$ cat src/nps_pkg.sv
`timescale 1ns / 1ps

package nps_pkg;

    localparam int ARRIVAL_W  = 16;
    localparam int BURST_W    = 16;
    localparam int PRIORITY_W = 8;
    localparam int JOB_NUM_W  = 5;
    localparam int TIME_OUT_W = 21;

    typedef struct packed {
        logic [ARRIVAL_W-1:0]  arrival_time;
        logic [BURST_W-1:0]    burst_length;
        logic [PRIORITY_W-1:0] job_priority;
        logic                  last_job;
    } job_t;

    typedef struct packed {
        logic [JOB_NUM_W-1:0]  job_number;
        logic [TIME_OUT_W-1:0] completion_time;
        logic [TIME_OUT_W-1:0] turnaround_time;
        logic [TIME_OUT_W-1:0] waiting_time;
        logic                  last_result;
    } result_t;

    // One stored job record as the table holds it.
    typedef struct packed {
        logic [ARRIVAL_W-1:0]  arrival_time;
        logic [BURST_W-1:0]    burst_length;
        logic [PRIORITY_W-1:0] job_priority;
    } entry_t;

    typedef enum logic [2:0] {
        ST_IDLE,
        ST_SCAN,
        ST_DECIDE,
        ST_ADD,
        ST_TAT,
        ST_EMIT
    } state_t;

    typedef enum logic {
        ALU_ADD,
        ALU_SUB
    } alu_op_t;

endpackage

$ cat src/nps_job_store.sv
`timescale 1ns / 1ps

module nps_job_store #(
    parameter int DEPTH = 16,
    parameter int AW    = 4
) (
    input  logic            clk,
    input  logic            rst_n,
    input  logic            wr_en,
    input  logic [AW-1:0]   wr_addr,
    input  nps_pkg::entry_t wr_entry,
    input  logic            rd_en,
    input  logic [AW-1:0]   rd_addr,
    input  logic            set_done,
    input  logic [AW-1:0]   done_addr,
    output nps_pkg::entry_t rd_entry,
    output logic            rd_done
);
    import nps_pkg::*;

    entry_t            mem [DEPTH];
    logic [DEPTH-1:0]  done_reg;
    entry_t            rd_entry_reg;
    logic              rd_done_reg;

    // Table memory: one write port for loading, one registered read port for the scan.
    always_ff @(posedge clk)
    begin
        if (wr_en)
        begin
            mem[wr_addr] <= wr_entry;
        end
        if (rd_en)
        begin
            rd_entry_reg <= mem[rd_addr];
        end
    end

    // Done flags: cleared as an entry loads, set once the job is served.
    always_ff @(posedge clk or negedge rst_n)
    begin
        if (!rst_n)
        begin
            done_reg    <= '0;
            rd_done_reg <= 1'b0;
        end
        else
        begin
            if (wr_en)
            begin
                done_reg[wr_addr] <= 1'b0;
            end
            if (set_done)
            begin
                done_reg[done_addr] <= 1'b1;
            end
            if (rd_en)
            begin
                rd_done_reg <= done_reg[rd_addr];
            end
        end
    end

    assign rd_entry = rd_entry_reg;
    assign rd_done  = rd_done_reg;

endmodule

$ cat src/nps_alu.sv
`timescale 1ns / 1ps

module nps_alu #(
    parameter int W = 21
) (
    input  nps_pkg::alu_op_t op,
    input  logic [W-1:0]     a,
    input  logic [W-1:0]     b,
    output logic [W-1:0]     y
);
    import nps_pkg::*;

    always_comb
    begin
        case (op)
            ALU_ADD: y = a + b;
            ALU_SUB: y = a - b;
            default: y = a + b;
        endcase
    end

endmodule

$ cat src/nonpreemptive_priority_scheduler.sv
`timescale 1ns / 1ps

// Non-preemptive priority scheduler.
// Input channel: a job record on job is transferred at a rising edge where start
// is high and busy is low. Records load one per cycle into the job table; records
// past MAX_JOBS are dropped. A record with last_job set (stored or dropped) ends
// the batch and starts scheduling, with the schedule clock at 0.
// Output channel: each scheduled job appears on result for exactly one cycle with
// result_strobe high, in schedule order; last_result marks the final one. The
// receiver cannot stall, so every strobed result is taken as it is shown.
// Sequence: each pick scans the table through the single registered read port,
// for n loaded jobs: n reads, then a drain, a scan end and a decision.
// If nothing has arrived, the clock jumps to the earliest pending arrival and the
// scan runs once more. Then the shared add/subtract unit forms completion,
// turnaround and waiting times in turn, in states ADD, TAT and EMIT. Busy stays
// high from the last record to the final result. Reset clears the job count, done
// flags, clock and sequencer; the table contents are not cleared, since only
// entries of the current batch are read.
module nonpreemptive_priority_scheduler #(
    parameter int MAX_JOBS = 16
) (
    input  logic             clk,
    input  logic             rst_n,
    input  logic             start,
    output logic             busy,
    input  nps_pkg::job_t    job,
    output nps_pkg::result_t result,
    output logic             result_strobe
);
    import nps_pkg::*;

    localparam int IW = (MAX_JOBS > 1) ? $clog2(MAX_JOBS) : 1;   // table index
    localparam int CW = $clog2(MAX_JOBS + 1);                    // job count
    localparam int TW = ARRIVAL_W + $clog2(MAX_JOBS + 1);        // schedule clock

    state_t                state_reg, state_next;
    logic [CW-1:0]         count_reg, count_next;
    logic [TW-1:0]         time_reg, time_next;
    logic [CW-1:0]         scan_ptr_reg, scan_ptr_next;
    logic                  rd_valid_reg, rd_valid_next;
    logic [IW-1:0]         rd_idx_reg, rd_idx_next;
    logic                  found_reg, found_next;
    logic [PRIORITY_W-1:0] best_prio_reg, best_prio_next;
    logic [IW-1:0]         pick_reg, pick_next;
    logic [ARRIVAL_W-1:0]  pick_arr_reg, pick_arr_next;
    logic [BURST_W-1:0]    pick_burst_reg, pick_burst_next;
    logic                  any_reg, any_next;
    logic [ARRIVAL_W-1:0]  next_arr_reg, next_arr_next;
    logic [CW-1:0]         emit_count_reg, emit_count_next;
    logic [TW-1:0]         tat_reg, tat_next;
    result_t               result_reg, result_next;
    logic                  result_strobe_reg, result_strobe_next;

    logic                  accept;
    logic                  load_en;
    logic                  scan_issue;
    logic                  scan_done;
    logic                  last_emit;
    logic                  cand_ok;
    logic                  earliest_ok;
    entry_t                wr_entry;
    entry_t                rd_entry;
    logic                  rd_done;
    alu_op_t               alu_op;
    logic [TW-1:0]         alu_a, alu_b, alu_y;
    logic [TW-1:0]         rd_arr_ext;
    logic [IW:0]           pick_plus_one;

    assign accept  = start && (state_reg == ST_IDLE);
    assign load_en = accept && (count_reg < CW'(MAX_JOBS));
    assign busy    = (state_reg != ST_IDLE);

    assign wr_entry.arrival_time = job.arrival_time;
    assign wr_entry.burst_length = job.burst_length;
    assign wr_entry.job_priority = job.job_priority;

    // Issue one table read per cycle until every loaded entry has been requested.
    assign scan_issue = (state_reg == ST_SCAN) && (scan_ptr_reg < count_reg);
    assign scan_done  = (state_reg == ST_SCAN) && !scan_issue && !rd_valid_reg;
    assign last_emit  = ((emit_count_reg + CW'(1)) == count_reg);

    assign rd_arr_ext = {{(TW-ARRIVAL_W){1'b0}}, rd_entry.arrival_time};

    // Candidate: arrived, not done, strictly better priority (earlier load wins ties).
    assign cand_ok = rd_valid_reg && !rd_done && (rd_arr_ext <= time_reg)
                     && (!found_reg || (rd_entry.job_priority < best_prio_reg));
    // Earliest pending arrival, used when nothing has arrived yet.
    assign earliest_ok = rd_valid_reg && !rd_done
                         && (!any_reg || (rd_entry.arrival_time < next_arr_reg));

    nps_job_store #(
        .DEPTH (MAX_JOBS),
        .AW    (IW)
    ) u_store (
        .clk       (clk),
        .rst_n     (rst_n),
        .wr_en     (load_en),
        .wr_addr   (count_reg[IW-1:0]),
        .wr_entry  (wr_entry),
        .rd_en     (scan_issue),
        .rd_addr   (scan_ptr_reg[IW-1:0]),
        .set_done  (state_reg == ST_EMIT),
        .done_addr (pick_reg),
        .rd_entry  (rd_entry),
        .rd_done   (rd_done)
    );

    // Operand select for the shared add/subtract unit.
    always_comb
    begin
        case (state_reg)
            ST_ADD:
            begin
                alu_op = ALU_ADD;
                alu_a  = time_reg;
                alu_b  = {{(TW-BURST_W){1'b0}}, pick_burst_reg};
            end
            ST_TAT:
            begin
                alu_op = ALU_SUB;
                alu_a  = time_reg;
                alu_b  = {{(TW-ARRIVAL_W){1'b0}}, pick_arr_reg};
            end
            default:
            begin
                alu_op = ALU_SUB;
                alu_a  = tat_reg;
                alu_b  = {{(TW-BURST_W){1'b0}}, pick_burst_reg};
            end
        endcase
    end

    nps_alu #(
        .W (TW)
    ) u_alu (
        .op (alu_op),
        .a  (alu_a),
        .b  (alu_b),
        .y  (alu_y)
    );

    assign pick_plus_one = {1'b0, pick_reg} + (IW+1)'(1);

    // Next state.
    always_comb
    begin
        state_next = state_reg;
        case (state_reg)
            ST_IDLE:
            begin
                if (accept && job.last_job)
                begin
                    state_next = ST_SCAN;
                end
            end
            ST_SCAN:
            begin
                if (scan_done)
                begin
                    state_next = ST_DECIDE;
                end
            end
            ST_DECIDE:
            begin
                state_next = found_reg ? ST_ADD : ST_SCAN;
            end
            ST_ADD:
            begin
                state_next = ST_TAT;
            end
            ST_TAT:
            begin
                state_next = ST_EMIT;
            end
            ST_EMIT:
            begin
                state_next = last_emit ? ST_IDLE : ST_SCAN;
            end
            default:
            begin
                state_next = ST_IDLE;
            end
        endcase
    end

    // Datapath and outputs.
    always_comb
    begin
        count_next         = count_reg;
        time_next          = time_reg;
        scan_ptr_next      = scan_ptr_reg;
        rd_valid_next      = scan_issue;
        rd_idx_next        = scan_ptr_reg[IW-1:0];
        found_next         = found_reg;
        best_prio_next     = best_prio_reg;
        pick_next          = pick_reg;
        pick_arr_next      = pick_arr_reg;
        pick_burst_next    = pick_burst_reg;
        any_next           = any_reg;
        next_arr_next      = next_arr_reg;
        emit_count_next    = emit_count_reg;
        tat_next           = tat_reg;
        result_next        = result_reg;
        result_strobe_next = 1'b0;

        case (state_reg)
            ST_IDLE:
            begin
                if (load_en)
                begin
                    count_next = count_reg + CW'(1);
                end
                // Prime a fresh scan for the batch.
                time_next       = '0;
                scan_ptr_next   = '0;
                found_next      = 1'b0;
                any_next        = 1'b0;
                emit_count_next = '0;
            end
            ST_SCAN:
            begin
                if (scan_issue)
                begin
                    scan_ptr_next = scan_ptr_reg + CW'(1);
                end
                if (cand_ok)
                begin
                    found_next      = 1'b1;
                    best_prio_next  = rd_entry.job_priority;
                    pick_next       = rd_idx_reg;
                    pick_arr_next   = rd_entry.arrival_time;
                    pick_burst_next = rd_entry.burst_length;
                end
                if (earliest_ok)
                begin
                    any_next      = 1'b1;
                    next_arr_next = rd_entry.arrival_time;
                end
            end
            ST_DECIDE:
            begin
                // Nothing ready: jump the clock and rescan.
                if (!found_reg)
                begin
                    time_next     = {{(TW-ARRIVAL_W){1'b0}}, next_arr_reg};
                    scan_ptr_next = '0;
                    any_next      = 1'b0;
                end
            end
            ST_ADD:
            begin
                time_next = alu_y;
            end
            ST_TAT:
            begin
                tat_next = alu_y;
            end
            ST_EMIT:
            begin
                result_next.job_number      = JOB_NUM_W'(pick_plus_one);
                result_next.completion_time = TIME_OUT_W'(time_reg);
                result_next.turnaround_time = TIME_OUT_W'(tat_reg);
                result_next.waiting_time    = TIME_OUT_W'(alu_y);
                result_next.last_result     = last_emit;
                result_strobe_next          = 1'b1;
                emit_count_next             = emit_count_reg + CW'(1);
                scan_ptr_next               = '0;
                found_next                  = 1'b0;
                any_next                    = 1'b0;
                if (last_emit)
                begin
                    // Batch over: drop the job count and clock.
                    count_next = '0;
                    time_next  = '0;
                end
            end
            default:
            begin
                result_strobe_next = 1'b0;
            end
        endcase
    end

    always_ff @(posedge clk or negedge rst_n)
    begin
        if (!rst_n)
        begin
            state_reg         <= ST_IDLE;
            count_reg         <= '0;
            time_reg          <= '0;
            scan_ptr_reg      <= '0;
            rd_valid_reg      <= 1'b0;
            found_reg         <= 1'b0;
            any_reg           <= 1'b0;
            emit_count_reg    <= '0;
            result_strobe_reg <= 1'b0;
        end
        else
        begin
            state_reg         <= state_next;
            count_reg         <= count_next;
            time_reg          <= time_next;
            scan_ptr_reg      <= scan_ptr_next;
            rd_valid_reg      <= rd_valid_next;
            found_reg         <= found_next;
            any_reg           <= any_next;
            emit_count_reg    <= emit_count_next;
            result_strobe_reg <= result_strobe_next;
        end
    end

    // Payload registers: no reset needed.
    always_ff @(posedge clk)
    begin
        rd_idx_reg     <= rd_idx_next;
        best_prio_reg  <= best_prio_next;
        pick_reg       <= pick_next;
        pick_arr_reg   <= pick_arr_next;
        pick_burst_reg <= pick_burst_next;
        next_arr_reg   <= next_arr_next;
        tat_reg        <= tat_next;
        result_reg     <= result_next;
    end

    assign result        = result_reg;
    assign result_strobe = result_strobe_reg;

endmodule
$ cat config.mk
export PLATFORM = sky130hd
export DESIGN_NAME = nonpreemptive_priority_scheduler
export DESIGN_NICKNAME = d
export VERILOG_FILES = /design/src/nps_pkg.sv /design/src/nps_job_store.sv /design/src/nps_alu.sv /design/src/nonpreemptive_priority_scheduler.sv
export SDC_FILE = /design/constraint.sdc
export NUM_CORES = 1
export LEC_CHECK = 0
export BUFFER_PORTS_ARGS = -buffer_cell sky130_fd_sc_hd__buf_4
export CORE_UTILIZATION = 55
export CTS_CLUSTER_DIAMETER = 50
export CTS_CLUSTER_SIZE = 12
export DETAILED_ROUTE_END_ITERATION = 16
export PLACE_DENSITY = 0.72
export REMOVE_ABC_BUFFERS = 1
export SLEW_MARGIN = 10
export SYNTH_ARGS = -nofsm -noshare
export SYNTH_HDL_FRONTEND = slang
export SYNTH_SLANG_ARGS = --single-unit
$ cat constraint.sdc
create_clock -name clk -period 14.5 [get_ports clk]
set_input_delay 2.9 -clock clk [delete_from_list [all_inputs] [get_ports clk]]
set_output_delay 2.9 -clock clk [all_outputs]
set_load 0.05 [all_outputs]
==> implementation parameters, run 1 <==
Parameter                              Value

Status
  Status ... finished clean

Flow run
  Max capacitance violation total ... 0

Route
  Residual antenna-violating net count after detailed routing ... 0
  Starting DRT DRC Count ... 1623
  Ratio of routed vias to standard cells ... 6.12
  Total Wirelength ... 75700 µm
  Post-DR wirelength/cell ... 26.6 µm
  DRC violations left ... 0
  Vias post-DR ... 17.5k
  Detailed-router iteration count before antenna repair ... 5

Clocking
  Total of hold buffers inserted after clock tree synthesis ... 0
  H-Tree Level Count ... 3
  Skew-Pair Late Insertion Delay ... 640 ps
  CTS tree ... yes
  Cts repair resizes ... 0
  Number of buffers added for setup after CTS ... 0
  CTS Root Buffer Type ... sky130_fd_sc_hd__clkbuf_16
  Buffer levels on the longest clock path ... 3
  Cts bufs inserted ... 92
  Clk slew on worst S/H paths ... 60 ps
  Number of sinks handled by clock tree synthesis ... 894

Power and ir drop
  Gate power share ... 25.9%
  Share of power burned in the clock network ... 28.9%
  Sequential fraction of design power ... 45.2%
  Peak supply drop ... 162 µV
  LEAKAGE ... 13.5 nW
  Power dissipated by switching net loads ... 2.23 mW
  Internal cell power ... 5.33 mW
  Cell area power density ... 187 nW/µm²
  Fraction of power spent switching nets ... 29.6%
  Total power draw ... 7.56 mW

Floorplan
  # rows ... 93
  Overall die area ... 66000 µm²
  Die W ... 257 µm
  Initial Util ... 55.6%
  Core area ... 64300 µm²
  Vertical extent of the die ... 257 µm
  Number of top-level pins ... 115

Global route
  Pin count of the biggest net entering global routing ... 79
  Wire length of the first global-routing pass ... 114000 µm
  Via count of the first global-routing pass ... 18.3k
  All-Layer GR Usage ... 23.5%
  Sum of overflow across all layers after global routing ... 0
  Antenna violations before repair ... 4

STA
  Setup violation total in the final timing report ... 0
  Worst slew margin relative to its limit ... 34.5%
  Unrepaired setup endpoints after global routing ... no
  Min cycle time layout ... 5530 ps
  Share of the cycle needed by the critical path after routing ... 38.1%
  Final WS setup ... 8970 ps
  Max-slew violation count ... 0
  Transition time of the tightest slew-check pin ... 983 ps
  Total negative setup slack ... 0 ps
  Maximum achievable frequency ... 181 MHz
  Clock Skews ... 27.3 ps
  Final hold violation count ... 0

Cells and area
  Final net count ... 2062
  Synth-to-Final Area Change ... 13.3%
  Largest register FFs ... 640
  Most frequent cells in the layout ... sky130_fd_sc_hd__edfxtp_1 (830), sky130_fd_sc_hd__mux4_2 (205), sky130_fd_sc_hd__buf_4 (146), sky130_fd_sc_hd__clkbuf_16 (93), sky130_fd_sc_hd__ha_1 (73)
  Number of non-filler instances in the completed layout ... 2852
  Ratio of cells with drive above 1 in the final layout ... 27.4%
  Number of antenna repair diodes ... 0
  Leading cell type in the layout, fill and taps excluded ... sky130_fd_sc_hd__edfxtp_1

Logic synthesis
  Synthesis warning total ... 0
  Cell area after synthesis ... 35700 µm²
  Number of enable-type register cells in the synthesized netlist ... 830
  Count of distinct cell types in the synthesized netlist ... 73
  Mean instance size in the synthesized netlist ... 20.2 µm²
  Sequential-to-total area share from yosys stat ... 74.1%
  Ys async rst share ... 6.71%
  Most used DFF post-synth ... sky130_fd_sc_hd__edfxtp_1
  Post-synthesis cell count ... 1774
  Flop and latch count out of synthesis ... 894

Placement
  Port Buf Inserts ... 114
  Number of cells after detailed placement ... 2705
  Setup slack at placement ... 9090 ps
  Weighted congestion reported at the end of routability-driven placement ... 0.843
  DP Wirelength ... 41500 µm

Setup path
  Launching element type of the critical path ... flip-flop
  Worst reg2reg path depth ... 18
  Critical path data arrival time ... 6040 ps
  Endpoint class of the critical path ... flip-flop
  Data required, critical path ... 15010 ps
  Highest fanout seen on the critical path ... 47
  Worst reg-to-reg setup slack ... 8970 ps
  Worst Path Class, Setup ... reg2reg

Min path
  Worst Hold Class ... reg2reg
  Hold Path Stages ... 0
[worst paths after layout]
kind / startpoint / endpoint
max: state_reg[2] / time_reg[19]
min: rd_idx_reg[1] / pick_reg[1]
max reg2reg: state_reg[2] / time_reg[19]
min reg2reg: rd_idx_reg[1] / pick_reg[1]
max in group asynchronous: rst_n / scan_ptr_reg[2]
min in group asynchronous: rst_n / time_reg[16]
[Yosys cell counts (11+ instances only)]
cell / instances / area share (%)
sky130_fd_sc_hd__o21ai_0: 37 / 0.52
sky130_fd_sc_hd__mux2_2: 22 / 0.69
sky130_fd_sc_hd__nand4_1: 12 / 0.21
sky130_fd_sc_hd__a21oi_1: 44 / 0.62
sky130_fd_sc_hd__mux2i_1: 17 / 0.48
sky130_fd_sc_hd__xor2_1: 23 / 0.56
sky130_fd_sc_hd__and3_1: 11 / 0.19
sky130_fd_sc_hd__nor2_1: 39 / 0.41
sky130_fd_sc_hd__a21o_1: 18 / 0.38
sky130_fd_sc_hd__edfxtp_1: 830 / 70
sky130_fd_sc_hd__dfrtp_1: 60 / 4.2
sky130_fd_sc_hd__inv_1: 55 / 0.58
sky130_fd_sc_hd__a21oi_2: 11 / 0.27
sky130_fd_sc_hd__xnor2_1: 28 / 0.69
sky130_fd_sc_hd__buf_2: 25 / 0.35
sky130_fd_sc_hd__clkbuf_1: 37 / 0.39
sky130_fd_sc_hd__nor3_1: 19 / 0.27
sky130_fd_sc_hd__nand2_1: 69 / 0.72
sky130_fd_sc_hd__a221oi_2: 11 / 0.46
sky130_fd_sc_hd__mux4_2: 205 / 13
sky130_fd_sc_hd__ha_1: 73 / 2.6
[power groups by stage]
stage / combinational, mW / clock [mW] / sequential [mW]
finish: 1.96 / 2.19 / 3.42
global route: 2.12 / 2.32 / 3.45
CTS: 1.99 / 2.22 / 3.42
detailed placement: 1.97 / 0 / 3.47
global placement: 1.93 / 0 / 3.46
floorplan: 1.43 / 0 / 3.59
[per-layer routing]
layer	wire (µm)	global-route usage (%)
met4	1570	7.04
met2	39300	40.6
met3	5070	4.20
met5	36	0
met1	29800	30.7
[logic make-up after synthesis]
logic type / synth area share [%]
buffers and inverters: 1.48
adders and majority gates: 2.61
muxes: 14.1
DFF: 74.1
AOI/OAI and AO/OA: 3.68
and+or+nand+nor: 2.76
xor gates and xnor gates: 1.25
[critical path, stage by stage (launching register included)]
cell                       delay (ps)
sky130_fd_sc_hd__dfrtp_1          610
sky130_fd_sc_hd__or3b_1           630
sky130_fd_sc_hd__inv_2            110
sky130_fd_sc_hd__buf_4            530
sky130_fd_sc_hd__mux2i_1          400
sky130_fd_sc_hd__ha_1             310
sky130_fd_sc_hd__nand2_1          110
sky130_fd_sc_hd__o31ai_1          360
sky130_fd_sc_hd__o21a_1           280
sky130_fd_sc_hd__o21ai_1           90
sky130_fd_sc_hd__nand2_1           80
sky130_fd_sc_hd__xor2_1           170
sky130_fd_sc_hd__ha_1             380
sky130_fd_sc_hd__a21oi_1          210
sky130_fd_sc_hd__o21ai_0          200
sky130_fd_sc_hd__a311oi_1         300
sky130_fd_sc_hd__o21ai_0          160
sky130_fd_sc_hd__xor2_1           200
sky130_fd_sc_hd__a22o_1           240
[layout make-up]
class | count | area, µm²
Timing Repair Buffer | 146 | 1100
Clock buffer | 122 | 2460
Inverter | 57 | 214
Fill cell | 4248 | 23900
Tap cell | 855 | 1070
Clock inverter | 25 | 290
Multi-Input combinational cell | 753 | 8850
Sequential cell | 894 | 26500
[through the flow]
stage / area, µm² / utilization (%) / hold slack (ps)
6_report: 40500 / 62.9 / 398
4_1_cts: 40500 / 62.9 / 403
3_3_place_gp: 37700 / 58.7 / 391
3_5_place_dp: 37700 / 58.7 / 390
5_1_grt: 40500 / 62.9 / 403
2_1_floorplan: 35400 / - / 386
(Power assumes the default switching activity.)
==> run 2: changes to the inputs <==
Settings changed: PLACE_DENSITY 0.72 to 0.75.
Clock period 14.5 ns to 4.4 ns, I/O delays scaled along.
==> implementation parameters, run 2 (synthesis gave the netlist of run 1 again) <==
Parameter                              Value

Global route
  Wire length of the first global-routing pass ... 114000 µm
  Antenna violations before repair ... 4
  All-Layer GR Usage ... 23.7%
  Sum of overflow across all layers after global routing ... 0
  Via count of the first global-routing pass ... 18.1k
  Pin count of the biggest net entering global routing ... 159

Clocking
  CTS tree ... yes
  Clk slew on worst S/H paths ... 60 ps
  Number of sinks handled by clock tree synthesis ... 894
  Cts bufs inserted ... 92
  Total of hold buffers inserted after clock tree synthesis ... 0
  Buffer levels on the longest clock path ... 3
  Skew-Pair Late Insertion Delay ... 650 ps
  H-Tree Level Count ... 3
  CTS Root Buffer Type ... sky130_fd_sc_hd__clkbuf_16

Setup path
  Launching element type of the critical path ... flip-flop
  Reg2reg end ... time_reg[18]
  Data required, critical path ... 4940 ps
  Endpoint class of the critical path ... flip-flop
  Worst reg2reg path depth ... 14
  Setup crit end ... time_reg[18]
  Reg2Reg Launch Point ... state_reg[1]
  Critical path data arrival time ... 4760 ps
  Highest fanout seen on the critical path ... 5
  Start point of the critical path ... state_reg[1]
  Worst reg-to-reg setup slack ... 170 ps
  Worst Path Class, Setup ... reg2reg

Cells and area
  Final Core Density ... 63.4%
  Ratio of cells with drive above 1 in the final layout ... 28.4%
  Leading cell type in the layout, fill and taps excluded ... sky130_fd_sc_hd__edfxtp_1
  Number of non-filler instances in the completed layout ... 2863
  Synth-to-Final Area Change ... 14.1%
  Largest register FFs ... 640
  FILL cells ... 4241
  Most frequent cells in the layout ... sky130_fd_sc_hd__edfxtp_1 (830), sky130_fd_sc_hd__mux4_2 (205), sky130_fd_sc_hd__buf_4 (141), sky130_fd_sc_hd__clkbuf_16 (93), sky130_fd_sc_hd__ha_1 (71)
  Final net count ... 2072

Flow run
  Max capacitance violation total ... 0

Floorplan
  Vertical extent of the die ... 257 µm
  Number of top-level pins ... 115
  Overall die area ... 66000 µm²
  Core area ... 64300 µm²
  Die W ... 257 µm
  Initial Util ... 55.6%
  # rows ... 93

Route
  Residual antenna-violating net count after detailed routing ... 0
  Detailed-router iteration count before antenna repair ... 5
  Total Wirelength ... 76800 µm
  Ratio of routed vias to standard cells ... 6.14
  Post-DR wirelength/cell ... 26.8 µm
  Vias post-DR ... 17.6k
  DRC violations left ... 0
  Starting DRT DRC Count ... 1628

STA
  Clock Skews ... 29.4 ps
  Minimum hold slack ... 347 ps
  Total negative setup slack ... 0 ps
  Worst slew margin relative to its limit ... 27.8%
  Max-slew violation count ... 0
  Setup violation total in the final timing report ... 0
  Share of the cycle needed by the critical path after routing ... 96.0%
  Maximum achievable frequency ... 237 MHz
  Final hold violation count ... 0
  Min cycle time layout ... 4230 ps
  Transition time of the tightest slew-check pin ... 1080 ps

Power and ir drop
  Fraction of power spent switching nets ... 29.9%
  LEAKAGE ... 13.6 nW
  Sequential fraction of design power ... 44.4%
  Internal cell power ... 17.5 mW
  Gate power share ... 27.2%
  Cell area power density ... 611 nW/µm²
  Peak supply drop ... 398 µV
  Share of power burned in the clock network ... 28.4%
  Power dissipated by switching net loads ... 7.45 mW

Placement
  DP Wirelength ... 41100 µm
  Port Buf Inserts ... 114
  Weighted congestion reported at the end of routability-driven placement ... 0.921
  Number of cells after detailed placement ... 2713

Status
  Status ... finished clean

Min path
  Worst Hold Class ... in2async
## run 2: cell types whose count changed in the layout (fill, tap and decap cells not counted), moves of 3 or more
cell and delta:
sky130_fd_sc_hd__buf_12 +14, sky130_fd_sc_hd__buf_4 -5, sky130_fd_sc_hd__bufinv_16 -3, sky130_fd_sc_hd__clkinv_1 +3
sky130_fd_sc_hd__clkinv_4 -3, sky130_fd_sc_hd__diode_2 +3, sky130_fd_sc_hd__inv_8 +3, sky130_fd_sc_hd__mux2i_1 -5
sky130_fd_sc_hd__mux2i_4 +3, sky130_fd_sc_hd__o31ai_1 -3, sky130_fd_sc_hd__o31ai_2 +3
## run 2: power by group through the flow
| stage | combinational, mW | clock (mW) | sequential (mW) |
|---|---|---|---|
| 2_1_floorplan | 4.33 | 0 | 11.7 |
| 3_3_place_gp | 6.65 | 0 | 11.2 |
| 3_5_place_dp | 6.77 | 0 | 11.2 |
| 4_1_cts | 6.83 | 7.20 | 11.1 |
| 5_1_grt | 7.30 | 7.50 | 11.2 |
| 6_report | 6.77 | 7.08 | 11.1 |
## run 2: final cells by class
class,count,area [µm²],area share [%]
inverter,57,216,0.531
clock buffer,118,2420,5.94
clock inverter,27,262,0.641
antenna,3,7.51,0.0184
multi-input combinational,753,8940,21.9
timing repair buffer,156,1350,3.32
sequential,894,26500,65.0
tap,855,1070,2.62
## run 2: worst min-delay path by stage
stage                        startpoint           endpoint  slack, ps
after detailed placement  rd_idx_reg[0]        pick_reg[0]        390
after floorplan           rd_idx_reg[0]        pick_reg[0]        390
after global placement    rd_idx_reg[1]        pick_reg[1]        390
final                             rst_n  emit_count_reg[4]        350
after global routing              rst_n      result_strobe        400
after CTS                         rst_n      result_strobe        350
## run 2: per-stage QoR
step | area, µm² | total power, mW | worst slack (ps)
finish | 40800 | 24.9 | 175
detailed placement | 38000 | 18.0 | 55.5
floorplan | 35400 | 16.1 | -3670
CTS | 40700 | 25.1 | 55.9
global placement | 38000 | 17.9 | 144
global route | 40800 | 25.9 | -35.1
## run 2: layer usage
layer  track usage [%]  share of wire [%]  vias up
li1                  -                  -     7605
met1              31.6                 40     9167
met2              40.1                 51      691
met3              3.65                6.3      130
met4              7.90                2.4        0
met5                 0                  0        -
## run 2: what timing repair did
action | CTS | global route
endpoints found under the setup margin | 0 | 23
gates resized for setup | 0 | 22
setup buffers | 0 | 2
## run 2: worst max-delay path: stages, from the launching register on
cell and delay [ps]:
sky130_fd_sc_hd__dfrtp_1 370, sky130_fd_sc_hd__or3b_1 450, sky130_fd_sc_hd__inv_4 140, sky130_fd_sc_hd__mux2i_4 270, sky130_fd_sc_hd__ha_2 300, sky130_fd_sc_hd__nand2_1 50
sky130_fd_sc_hd__o21ai_0 180, sky130_fd_sc_hd__fa_1 530, sky130_fd_sc_hd__a211oi_1 270, sky130_fd_sc_hd__o21ai_1 150, sky130_fd_sc_hd__o31a_1 420, sky130_fd_sc_hd__a311oi_2 430
sky130_fd_sc_hd__o31ai_2 120, sky130_fd_sc_hd__xor2_1 200, sky130_fd_sc_hd__a22o_1 240
